`config.mk`:
```
export PLATFORM = sky130hd
export DESIGN_NAME = soft_interrupt_priority_dispatcher
export DESIGN_NICKNAME = d
export VERILOG_FILES = /design/src/design/sipd_pkg.sv /design/src/design/sipd_ram.sv /design/src/design/sipd_ctrl.sv /design/src/design/sipd_dp.sv /design/src/design/soft_interrupt_priority_dispatcher.sv
export VERILOG_INCLUDE_DIRS = /design/src /design/src/design
export SDC_FILE = /design/constraint.sdc
export NUM_CORES = 2
export LEC_CHECK = 0
export BUFFER_PORTS_ARGS = -buffer_cell sky130_fd_sc_hd__buf_2
export CORE_UTILIZATION = 66
export CTS_BUF_LIST = sky130_fd_sc_hd__clkbuf_4 sky130_fd_sc_hd__clkbuf_8
export CTS_CLUSTER_SIZE = 25
export DETAILED_ROUTE_END_ITERATION = 10
export PLACE_DENSITY_LB_ADDON = 0.08
export SLEW_MARGIN = 20
export SYNTH_ARGS = -nofsm -noshare
export SYNTH_HDL_FRONTEND = slang
export SYNTH_HIERARCHICAL = 1
export SYNTH_SLANG_ARGS = --single-unit
```
`constraint.sdc`:
```
create_clock -name aclk -period 8.02 [get_ports aclk]
set_clock_uncertainty 0.1 [all_clocks]
set_input_delay 1.203 -clock aclk [delete_from_list [all_inputs] [get_ports aclk]]
set_output_delay 1.203 -clock aclk [all_outputs]
set_load 0.03 [all_outputs]
```
`src/design/soft_interrupt_priority_dispatcher_defines.svh`:
```
`ifndef SOFT_INTERRUPT_PRIORITY_DISPATCHER_DEFINES_SVH
`define SOFT_INTERRUPT_PRIORITY_DISPATCHER_DEFINES_SVH

// same-cycle implication, checked out of reset
`define SIPD_ASSERT_NOW(label, clk, rst_n, ante, cons, msg) \
    label: assert property (@(posedge clk) disable iff (!rst_n) (ante) |-> (cons)) \
        else $error(msg);

// next-cycle implication, checked out of reset
`define SIPD_ASSERT_NEXT(label, clk, rst_n, ante, cons, msg) \
    label: assert property (@(posedge clk) disable iff (!rst_n) (ante) |=> (cons)) \
        else $error(msg);

`endif

```
`src/design/sipd_pkg.sv`:
```
package sipd_pkg;

    localparam int CMD_W   = 2;
    localparam int ID_W    = 7;
    localparam int PRIO_W  = 5;
    localparam int STAT_W  = 2;
    localparam int LEVEL_W = 6;

    localparam int NUM_IDS_DEF     = 128;
    localparam int QUEUE_DEPTH_DEF = 32;
    localparam int NEST_MAX        = 32;
    localparam int NEST_AW         = $clog2(NEST_MAX);

    localparam logic [LEVEL_W-1:0] IDLE_LEVEL = LEVEL_W'(32);

    localparam logic [CMD_W-1:0] CMD_CREATE   = 2'd0;
    localparam logic [CMD_W-1:0] CMD_ACTIVATE = 2'd1;
    localparam logic [CMD_W-1:0] CMD_FINISH   = 2'd2;
    localparam logic [CMD_W-1:0] CMD_CLEAR    = 2'd3;

    localparam logic [STAT_W-1:0] ST_OK     = 2'd0;
    localparam logic [STAT_W-1:0] ST_REJECT = 2'd1;
    localparam logic [STAT_W-1:0] ST_FULL   = 2'd2;

    typedef struct packed {
        logic [CMD_W-1:0]  command;
        logic [ID_W-1:0]   swi_id;
        logic [PRIO_W-1:0] prio;
    } in_beat_t;

    typedef struct packed {
        logic [STAT_W-1:0]  status;
        logic               start_valid;
        logic [ID_W-1:0]    start_id;
        logic [PRIO_W-1:0]  start_prio;
        logic [LEVEL_W-1:0] running_level;
    } out_beat_t;

    typedef struct packed {
        logic              registered;
        logic [PRIO_W-1:0] prio;
    } tbl_entry_t;

    typedef struct packed {
        logic [ID_W-1:0]   swi_id;
        logic [PRIO_W-1:0] prio;
    } q_entry_t;

    typedef enum logic [3:0] {
        OP_NONE,
        OP_LOAD,
        OP_SWEEP,
        OP_CREATE,
        OP_REJECT,
        OP_FULL,
        OP_PREEMPT,
        OP_ENQ_EMPTY,
        OP_SCAN_START,
        OP_SHIFT,
        OP_PLACE,
        OP_FINISH,
        OP_CLEAR,
        OP_EMIT
    } dp_op_t;

    typedef struct packed {
        dp_op_t op;
    } ctrl_t;

    typedef struct packed {
        logic [CMD_W-1:0] cmd;
        logic             in_range;
        logic             registered;
        logic             preempt_ok;
        logic             nest_full;
        logic             nest_zero;
        logic             q_full;
        logic             q_empty;
        logic             scan_gt;
        logic             scan_at_head;
        logic             level_idle;
        logic             sweep_last;
        logic             out_free;
    } dp_stat_t;

endpackage

```
`src/design/sipd_ram.sv`:
```
module sipd_ram #(
    parameter int WIDTH = 8,
    parameter int DEPTH = 32
) (
    input  logic                     aclk,
    input  logic                     we,
    input  logic [$clog2(DEPTH)-1:0] waddr,
    input  logic [WIDTH-1:0]         wdata,
    input  logic [$clog2(DEPTH)-1:0] raddr,
    output logic [WIDTH-1:0]         rdata
);

    logic [WIDTH-1:0] mem_reg [DEPTH];
    logic [WIDTH-1:0] rdata_reg;

    always_ff @(posedge aclk) begin
        if (we) begin
            mem_reg[waddr] <= wdata;
        end
        rdata_reg <= mem_reg[raddr];
    end

    assign rdata = rdata_reg;

endmodule

```
`src/design/sipd_ctrl.sv`:
```
module sipd_ctrl (
    input  logic               aclk,
    input  logic               aresetn,
    input  logic               s_valid,
    output logic               s_ready,
    input  sipd_pkg::dp_stat_t stat,
    output sipd_pkg::ctrl_t    ctrl
);

    import sipd_pkg::*;

    typedef enum logic [2:0] {
        S_INIT,
        S_IDLE,
        S_FETCH,
        S_DECIDE,
        S_SCAN,
        S_HEAD,
        S_CLEAR,
        S_DONE
    } state_t;

    state_t state_reg, state_next;
    dp_op_t op;

    always_comb begin
        state_next = state_reg;
        op         = OP_NONE;
        unique case (state_reg)
            S_INIT: begin
                op = OP_SWEEP;
                if (stat.sweep_last) begin
                    state_next = S_IDLE;
                end
            end
            S_IDLE: begin
                if (s_valid) begin
                    op         = OP_LOAD;
                    state_next = S_FETCH;
                end
            end
            S_FETCH: begin
                unique case (stat.cmd)
                    CMD_CREATE, CMD_ACTIVATE: begin
                        state_next = S_DECIDE;
                    end
                    CMD_FINISH: begin
                        op         = stat.nest_zero ? OP_REJECT : OP_FINISH;
                        state_next = S_DONE;
                    end
                    CMD_CLEAR: begin
                        if (stat.level_idle) begin
                            op         = OP_CLEAR;
                            state_next = S_CLEAR;
                        end else begin
                            op         = OP_REJECT;
                            state_next = S_DONE;
                        end
                    end
                    default: begin
                        state_next = S_DONE;
                    end
                endcase
            end
            S_DECIDE: begin
                state_next = S_DONE;
                if (!stat.in_range) begin
                    op = OP_REJECT;
                end else if (stat.cmd == CMD_CREATE) begin
                    op = stat.registered ? OP_REJECT : OP_CREATE;
                end else begin
                    priority if (!stat.registered) begin
                        op = OP_REJECT;
                    end else if (stat.preempt_ok) begin
                        op = stat.nest_full ? OP_REJECT : OP_PREEMPT;
                    end else if (stat.q_full) begin
                        op = OP_FULL;
                    end else if (stat.q_empty) begin
                        op = OP_ENQ_EMPTY;
                    end else begin
                        op         = OP_SCAN_START;
                        state_next = S_SCAN;
                    end
                end
            end
            S_SCAN: begin
                if (stat.scan_gt) begin
                    op = OP_SHIFT;
                    if (stat.scan_at_head) begin
                        state_next = S_HEAD;
                    end
                end else begin
                    op         = OP_PLACE;
                    state_next = S_DONE;
                end
            end
            S_HEAD: begin
                op         = OP_PLACE;
                state_next = S_DONE;
            end
            S_CLEAR: begin
                op = OP_SWEEP;
                if (stat.sweep_last) begin
                    state_next = S_DONE;
                end
            end
            S_DONE: begin
                if (stat.out_free) begin
                    op         = OP_EMIT;
                    state_next = S_IDLE;
                end
            end
            default: begin
                state_next = S_IDLE;
            end
        endcase
    end

    always_ff @(posedge aclk) begin
        if (!aresetn) begin
            state_reg <= S_INIT;
        end else begin
            state_reg <= state_next;
        end
    end

    assign s_ready = (state_reg == S_IDLE);
    assign ctrl.op = op;

endmodule

```
`src/design/sipd_dp.sv`:
```
`include "soft_interrupt_priority_dispatcher_defines.svh"

module sipd_dp #(
    parameter int NUM_IDS     = sipd_pkg::NUM_IDS_DEF,
    parameter int QUEUE_DEPTH = sipd_pkg::QUEUE_DEPTH_DEF
) (
    input  logic                aclk,
    input  logic                aresetn,
    input  sipd_pkg::in_beat_t  s_data,
    input  sipd_pkg::ctrl_t     ctrl,
    output sipd_pkg::dp_stat_t  stat,
    output logic                m_valid,
    input  logic                m_ready,
    output sipd_pkg::out_beat_t m_data
);

    import sipd_pkg::*;

    localparam int ID_AW = $clog2(NUM_IDS);
    localparam int Q_AW  = $clog2(QUEUE_DEPTH);
    localparam int Q_CW  = $clog2(QUEUE_DEPTH + 1);
    localparam int EXT_W = ID_AW + ID_W;

    localparam logic [Q_AW-1:0]  Q_LAST  = Q_AW'(QUEUE_DEPTH - 1);
    localparam logic [Q_AW:0]    Q_SPAN  = (Q_AW + 1)'(QUEUE_DEPTH);
    localparam logic [Q_CW-1:0]  Q_FULL  = Q_CW'(QUEUE_DEPTH);
    localparam logic [ID_AW-1:0] ID_LAST = ID_AW'(NUM_IDS - 1);

    function automatic logic [Q_AW-1:0] q_inc(input logic [Q_AW-1:0] p);
        return (p == Q_LAST) ? '0 : p + 1'b1;
    endfunction

    function automatic logic [Q_AW-1:0] q_dec(input logic [Q_AW-1:0] p);
        return (p == '0) ? Q_LAST : p - 1'b1;
    endfunction

    in_beat_t            in_reg;
    logic [LEVEL_W-1:0]  cur_reg, cur_next;
    logic [LEVEL_W-1:0]  nest_reg, nest_next;
    logic [Q_CW-1:0]     cnt_reg, cnt_next;
    logic [Q_AW-1:0]     head_reg, head_next;
    logic [Q_AW-1:0]     rd_ptr_reg, rd_ptr_next;
    logic [Q_AW-1:0]     wr_ptr_reg, wr_ptr_next;
    logic [ID_AW-1:0]    sweep_reg, sweep_next;
    out_beat_t           res_reg, res_next;
    logic                m_valid_reg, m_valid_next;
    out_beat_t           m_data_reg;

    logic [EXT_W-1:0]    id_ext;
    logic [ID_AW-1:0]    idx;
    logic                in_range;
    logic [PRIO_W-1:0]   ip;
    logic [Q_AW:0]       q_sum;
    logic [Q_AW-1:0]     q_wr_start;
    logic                take_head;
    logic                out_free;

    tbl_entry_t          tbl_rdata, tbl_wdata;
    logic                tbl_we;
    logic [ID_AW-1:0]    tbl_waddr;
    q_entry_t            q_rdata, q_wdata;
    logic                q_we;
    logic [Q_AW-1:0]     q_waddr;
    logic [LEVEL_W-1:0]  stk_rdata;
    logic                stk_we;
    logic [NEST_AW-1:0]  stk_raddr;

    assign id_ext   = EXT_W'(in_reg.swi_id);
    assign idx      = id_ext[ID_AW-1:0];
    assign in_range = (32'(in_reg.swi_id) < NUM_IDS);
    assign ip       = tbl_rdata.prio;

    assign q_sum      = {1'b0, head_reg} + (Q_AW + 1)'(cnt_reg);
    assign q_wr_start = (q_sum >= Q_SPAN) ? Q_AW'(q_sum - Q_SPAN) : Q_AW'(q_sum);

    assign take_head = (cnt_reg != '0) && ({1'b0, q_rdata.prio} < stk_rdata);
    assign out_free  = !m_valid_reg || m_ready;
    assign stk_raddr = NEST_AW'(nest_reg - 1'b1);

    assign tbl_we    = (ctrl.op == OP_SWEEP) || (ctrl.op == OP_CREATE);
    assign tbl_waddr = (ctrl.op == OP_SWEEP) ? sweep_reg : idx;
    assign tbl_wdata = (ctrl.op == OP_SWEEP) ? tbl_entry_t'('0)
                                             : tbl_entry_t'{registered: 1'b1, prio: in_reg.prio};

    assign q_we    = (ctrl.op == OP_ENQ_EMPTY) || (ctrl.op == OP_SHIFT) || (ctrl.op == OP_PLACE);
    assign q_waddr = (ctrl.op == OP_ENQ_EMPTY) ? head_reg : wr_ptr_reg;
    assign q_wdata = (ctrl.op == OP_SHIFT) ? q_rdata
                                           : q_entry_t'{swi_id: in_reg.swi_id, prio: ip};

    assign stk_we = (ctrl.op == OP_PREEMPT);

    always_comb begin
        cur_next     = cur_reg;
        nest_next    = nest_reg;
        cnt_next     = cnt_reg;
        head_next    = head_reg;
        rd_ptr_next  = rd_ptr_reg;
        wr_ptr_next  = wr_ptr_reg;
        sweep_next   = sweep_reg;
        res_next     = res_reg;
        m_valid_next = m_valid_reg && !m_ready;
        unique case (ctrl.op)
            OP_NONE: begin
            end
            OP_LOAD: begin
                rd_ptr_next = head_reg;
            end
            OP_SWEEP: begin
                sweep_next = (sweep_reg == ID_LAST) ? '0 : sweep_reg + 1'b1;
            end
            OP_CREATE, OP_ENQ_EMPTY, OP_PLACE, OP_CLEAR: begin
                if (ctrl.op == OP_ENQ_EMPTY || ctrl.op == OP_PLACE) begin
                    cnt_next = cnt_reg + 1'b1;
                end
                if (ctrl.op == OP_CLEAR) begin
                    cnt_next   = '0;
                    nest_next  = '0;
                    head_next  = '0;
                    sweep_next = '0;
                end
                res_next = '{status: ST_OK, start_valid: 1'b0, start_id: '0,
                             start_prio: '0, running_level: cur_reg};
            end
            OP_REJECT, OP_FULL: begin
                res_next = '{status: (ctrl.op == OP_FULL) ? ST_FULL : ST_REJECT,
                             start_valid: 1'b0, start_id: '0, start_prio: '0,
                             running_level: cur_reg};
            end
            OP_PREEMPT: begin
                nest_next = nest_reg + 1'b1;
                cur_next  = LEVEL_W'(ip);
                res_next  = '{status: ST_OK, start_valid: 1'b1, start_id: in_reg.swi_id,
                              start_prio: ip, running_level: LEVEL_W'(ip)};
            end
            OP_SCAN_START: begin
                wr_ptr_next = q_wr_start;
                rd_ptr_next = q_dec(q_wr_start);
            end
            OP_SHIFT: begin
                wr_ptr_next = rd_ptr_reg;
                rd_ptr_next = q_dec(rd_ptr_reg);
            end
            OP_FINISH: begin
                if (take_head) begin
                    head_next = q_inc(head_reg);
                    cnt_next  = cnt_reg - 1'b1;
                    cur_next  = LEVEL_W'(q_rdata.prio);
                    res_next  = '{status: ST_OK, start_valid: 1'b1, start_id: q_rdata.swi_id,
                                  start_prio: q_rdata.prio,
                                  running_level: LEVEL_W'(q_rdata.prio)};
                end else begin
                    nest_next = nest_reg - 1'b1;
                    cur_next  = stk_rdata;
                    res_next  = '{status: ST_OK, start_valid: 1'b0, start_id: '0,
                                  start_prio: '0, running_level: stk_rdata};
                end
            end
            OP_EMIT: begin
                m_valid_next = 1'b1;
            end
            default: begin
            end
        endcase
    end

    always_ff @(posedge aclk) begin
        if (!aresetn) begin
            cur_reg     <= IDLE_LEVEL;
            nest_reg    <= '0;
            cnt_reg     <= '0;
            head_reg    <= '0;
            sweep_reg   <= '0;
            m_valid_reg <= 1'b0;
        end else begin
            cur_reg     <= cur_next;
            nest_reg    <= nest_next;
            cnt_reg     <= cnt_next;
            head_reg    <= head_next;
            sweep_reg   <= sweep_next;
            m_valid_reg <= m_valid_next;
        end
    end

    always_ff @(posedge aclk) begin
        rd_ptr_reg <= rd_ptr_next;
        wr_ptr_reg <= wr_ptr_next;
        res_reg    <= res_next;
        if (ctrl.op == OP_LOAD) begin
            in_reg <= s_data;
        end
        if (ctrl.op == OP_EMIT) begin
            m_data_reg <= res_reg;
        end
    end

    sipd_ram #(
        .WIDTH($bits(tbl_entry_t)),
        .DEPTH(NUM_IDS)
    ) u_tbl_ram (
        .aclk (aclk),
        .we   (tbl_we),
        .waddr(tbl_waddr),
        .wdata(tbl_wdata),
        .raddr(idx),
        .rdata(tbl_rdata)
    );

    sipd_ram #(
        .WIDTH($bits(q_entry_t)),
        .DEPTH(QUEUE_DEPTH)
    ) u_q_ram (
        .aclk (aclk),
        .we   (q_we),
        .waddr(q_waddr),
        .wdata(q_wdata),
        .raddr(rd_ptr_next),
        .rdata(q_rdata)
    );

    sipd_ram #(
        .WIDTH(LEVEL_W),
        .DEPTH(NEST_MAX)
    ) u_stk_ram (
        .aclk (aclk),
        .we   (stk_we),
        .waddr(nest_reg[NEST_AW-1:0]),
        .wdata(cur_reg),
        .raddr(stk_raddr),
        .rdata(stk_rdata)
    );

    assign stat.cmd          = in_reg.command;
    assign stat.in_range     = in_range;
    assign stat.registered   = tbl_rdata.registered;
    assign stat.preempt_ok   = ({1'b0, ip} < cur_reg);
    assign stat.nest_full    = (nest_reg >= LEVEL_W'(NEST_MAX));
    assign stat.nest_zero    = (nest_reg == '0);
    assign stat.q_full       = (cnt_reg == Q_FULL);
    assign stat.q_empty      = (cnt_reg == '0);
    assign stat.scan_gt      = (q_rdata.prio > ip);
    assign stat.scan_at_head = (rd_ptr_reg == head_reg);
    assign stat.level_idle   = (cur_reg == IDLE_LEVEL);
    assign stat.sweep_last   = (sweep_reg == ID_LAST);
    assign stat.out_free     = out_free;

    assign m_valid = m_valid_reg;
    assign m_data  = m_data_reg;

    `SIPD_ASSERT_NOW(a_idle_iff_no_nest, aclk, aresetn, 1'b1,
        (nest_reg == '0) == (cur_reg == IDLE_LEVEL), "running level and nesting disagree")
    `SIPD_ASSERT_NOW(a_nest_bound, aclk, aresetn, 1'b1,
        nest_reg <= LEVEL_W'(NEST_MAX), "nesting beyond saved level capacity")
    `SIPD_ASSERT_NOW(a_queue_bound, aclk, aresetn, 1'b1,
        cnt_reg <= Q_FULL, "pending count beyond queue depth")
    `SIPD_ASSERT_NOW(a_start_sets_level, aclk, aresetn, m_valid_reg && m_data_reg.start_valid,
        LEVEL_W'(m_data_reg.start_prio) == m_data_reg.running_level,
        "dispatched handler does not set running level")
    `SIPD_ASSERT_NEXT(a_emit_fills_slot, aclk, aresetn, ctrl.op == OP_EMIT,
        m_valid_reg, "result beat lost on emit")

endmodule

```
`src/design/soft_interrupt_priority_dispatcher.sv`:
```
// handling: finish and rejected clear are answered from the fetch step; create and activate
// go through a decide step, and activate into a nonempty queue adds an insert walk that
// shifts entries; clear sweeps the id table; throughput: one item at a time, s_ready rises
// with the result beat, which waits for the output slot to be free
// reset: aresetn synchronous active low; the id table RAM is then swept, with s_ready low,
// before the first beat is taken
module soft_interrupt_priority_dispatcher #(
    parameter int NUM_IDS     = sipd_pkg::NUM_IDS_DEF,
    parameter int QUEUE_DEPTH = sipd_pkg::QUEUE_DEPTH_DEF
) (
    input  logic                aclk,
    input  logic                aresetn,
    input  logic                s_valid,
    output logic                s_ready,
    input  sipd_pkg::in_beat_t  s_data,
    output logic                m_valid,
    input  logic                m_ready,
    output sipd_pkg::out_beat_t m_data
);

    import sipd_pkg::*;

    ctrl_t    ctrl;
    dp_stat_t stat;

    sipd_ctrl u_ctrl (
        .aclk   (aclk),
        .aresetn(aresetn),
        .s_valid(s_valid),
        .s_ready(s_ready),
        .stat   (stat),
        .ctrl   (ctrl)
    );

    sipd_dp #(
        .NUM_IDS    (NUM_IDS),
        .QUEUE_DEPTH(QUEUE_DEPTH)
    ) u_dp (
        .aclk   (aclk),
        .aresetn(aresetn),
        .s_data (s_data),
        .ctrl   (ctrl),
        .stat   (stat),
        .m_valid(m_valid),
        .m_ready(m_ready),
        .m_data (m_data)
    );

endmodule

```
==> metrics.md <==
| Metric | Value |
|---|---|
| Synth area leader | edfxtp_1 |
| Critical-path cell list | inv_1 -> ha_1 -> nor2b_1 -> o21a_1 -> o21ai_0 -> a21oi_1 -> o22a_1 -> and4bb_4 -> nor4b_1 -> a21oi_2 -> nand3b_1 -> o21ai_1 -> a211oi_4 -> mux2_2 -> nor2b_1 -> nand2_1 -> nor2_1 |
| Final nets | 3,325 |
| DR vias/cell | 6.66 |
| Die height | 302 um |
| Synth top area cells | edfxtp_1, mux4_2, mux2i_1 |
| WL/cell | 28.3 um |
| RSZ-0062 raised after global routing | false |
| Slew HR | 20.0% |
| CP Capture Type | flip-flop |
| Worst-path clk slew | 60 ps |
| Type of the worst setup path | reg2reg |
| Postcts setup bufs | 0 |
| Initial Util | 66.8% |
| Final non-filler cell area | 64,900 um^2 |
| Post-DP Area | 60,600 um^2 |
| Commonest cells in the netlist | edfxtp_1, mux4_2, nor2_1, mux2i_1, nand2_1 |
| CTS tree | built |
| Post-DRT Antenna Nets | 0 |
| Max FFs per register | 768 |
| Worst hold path class | reg2reg |
| # port buffers | 40 |
| Worst-margin pin slew | 1200 ps |
| RD Place Congestion | 0.876 |
| Dpl hpwl | 80,400 um |
| Final WS setup | 1540 ps |
| Overflow after GRT | 0 |
| Max-cap violations | 0 |
| Crit start category | flip-flop |
| Status | finished, violations left |
| Clock Latency Late Sink | 880 ps |
| Top-count cell post-synth | edfxtp_1 |
| Leakage | 0.0222 uW |
| Core area | 88,600 um^2 |
| Num rows | 109 |
| Worst-case clock buffer depth | 3 |
| Via count | 30,686 |
| Io pins | 41 |
| Family with the most delay on the worst path | simple AND/OR/NAND/NOR gates |
| Vias in the first global route | 30,651 |
| Register area share after synthesis | 73.4% |
| Ys Warns | 6 |
| Top cell type's share of synthesized area | 71.3% |
| Ys async rst share | 0% |
| Die ar. | 90,900 um^2 |
| Failing checks | DRC |
| Fmax | 154 MHz |
| CTS Buf Count | 215 |
| Slowest stage delay, CP | 810 ps |
| CP required | 8410 ps |
| Buffer and inverter count on the worst path | 1 |
| Setup violators final | 0 |
| Final min period | 6480 ps |
| Final core utilization | 73.2% |
| EDFF count, synth | 1,405 |
| Die Wd | 302 um |
| CTS H-tree depth | 4 |
| Mapped Area | 59,200 um^2 |
| Starting DRC count in detailed routing | 3,597 |
| Critical Path AT | 6880 ps |
| Max FO, Critical Path | 19 |
| Routed WL | 131,000 um |
| Fin crit share | 80.8% |
| IR drop worst, VDD | 0.592 mV |
| Syn nets | 3,175 |
| Pwr Density | 297 nW/um^2 |
| Initial antenna violation count | 2 |
| Setup TNS | 0 ps |
| Library cells used by synthesis | 90 |
| Power, Total | 19,300 uW |
| Syn avg cell area | 18.9 um^2 |
| DRC viols | 14 |
| Prevailing post-synth register cell | edfxtp_1 |
| Initial DRT Pass Iterations | 9 |
| Final Hold Violating Endpoints | 0 |
| CP most frequent cell | nor2b_1 |
| Post-synthesis instance total | 3,127 |
| First-pass GRT wire length | 195,000 um |
| Synthesized flop and latch total | 1,468 |
| Layout cells sized above 1 | 24.8% |
| Clock sink total | 1,468 |
| Gr usage total | 29.5% |
| CTS Hold Buffers Added | 0 |
| Worst slack, placed | 1770 ps |
| Largest net degree at the start of global routing | 116 |
| Slowest-stage cell, CP | nand2_1 |
| Layout area overhead | 9.66% |
| Cts repair resizes | 0 |
| Clk root buf | clkbuf_8 |
| Max-slew violation count | 0 |
==> cell usage in the layout, fill, tap and decap left out, drive strengths merged, types with 11 or more instances in the layout <==
cell type / count
inv: 41
clkinv: 78
nor3: 32
dfxtp: 63
xor2: 11
a22oi: 50
xnor2: 12
a31oi: 19
buf: 111
nand2: 120
a21oi: 62
a22o: 33
nand2b: 17
o21ai: 47
ha: 29
mux2i: 196
nand3: 58
or3b: 11
nor2: 231
edfxtp: 1405
mux2: 24
clkbuf: 284
mux4: 312
nand3b: 14
nor2b: 22
nand4: 21
==> cell type report <==
class                      instances  area, um^2
timing repair buffer             111         821
sequential                      1468       43500
tap                             1165        1460
antenna                            2        5.00
multi-input combinational       1444       14800
fill                            5190       23700
inverter                          37         140
clock inverter                    97         702
clock buffer                     284        3530
==> layer usage <==
metal / GRT usage [%] / wire, um
met1: 43.6 / 52800
met2: 45.3 / 62500
met3: 5.27 / 11700
met4: 9.90 / 3650
met5: 0 / 0
==> stage by stage <==
| step | cells | hold slack [ps] |
|---|---|---|
| 3_5_place_dp | 4223 | 305 |
| 2_1_floorplan | 3127 | 300 |
| 3_3_place_gp | 4223 | 306 |
| 5_1_grt | 4607 | 324 |
| 6_report | 4608 | 315 |
| 4_1_cts | 4604 | 316 |
==> cell families (layout without fill, tap and decap cells) <==
family / Yosys count / after routing / synth area share (%)
flops: 1468 / 1468 / 73.4
fa+ha+maj: 30 / 30 / 0.647
other cells: 1 / 3 / 0.00633
simple gates: 573 / 573 / 4.58
mux: 532 / 532 / 15.6
buf+inv: 215 / 529 / 1.97
xor+xnor: 23 / 23 / 0.340
compound gates: 285 / 285 / 3.43
==> path summary, 6_finish.rpt <==
kind / from / end / depth (start not counted) / slack [ps]
max: u_dp/u_tbl_ram/rdata[1] / u_dp/u_tbl_ram/mem_reg[26][2] / 17 / 1540
min: u_dp/res_reg[17] / u_dp/m_data[17] / 0 / 320
max reg2reg: u_dp/u_tbl_ram/rdata[1] / u_dp/u_tbl_ram/mem_reg[26][2] / 17 / 1540
min reg2reg: u_dp/res_reg[17] / u_dp/m_data[17] / 0 / 320
==> worst register-to-register path: cells and delay by family, from the launching register on <==
kind / cells / cell delay (ps)
AO/OA/AOI/OAI: 7 / 1770
adder cells (fa/ha/maj): 1 / 320
buffers and inverters: 1 / 90
flip-flops: 1 / 390
multiplexers: 1 / 580
AND/OR/NAND/NOR: 7 / 2870
==> report_power, final <==
group / total [uW] / internal (uW) / switching (uW)
combinational: 3500 / 850 / 2650
sequential: 9870 / 9690 / 181
clock: 5900 / 3180 / 2720
total: 19300 / 13700 / 5560
Note: power is estimated with default switching activity, not from simulation.
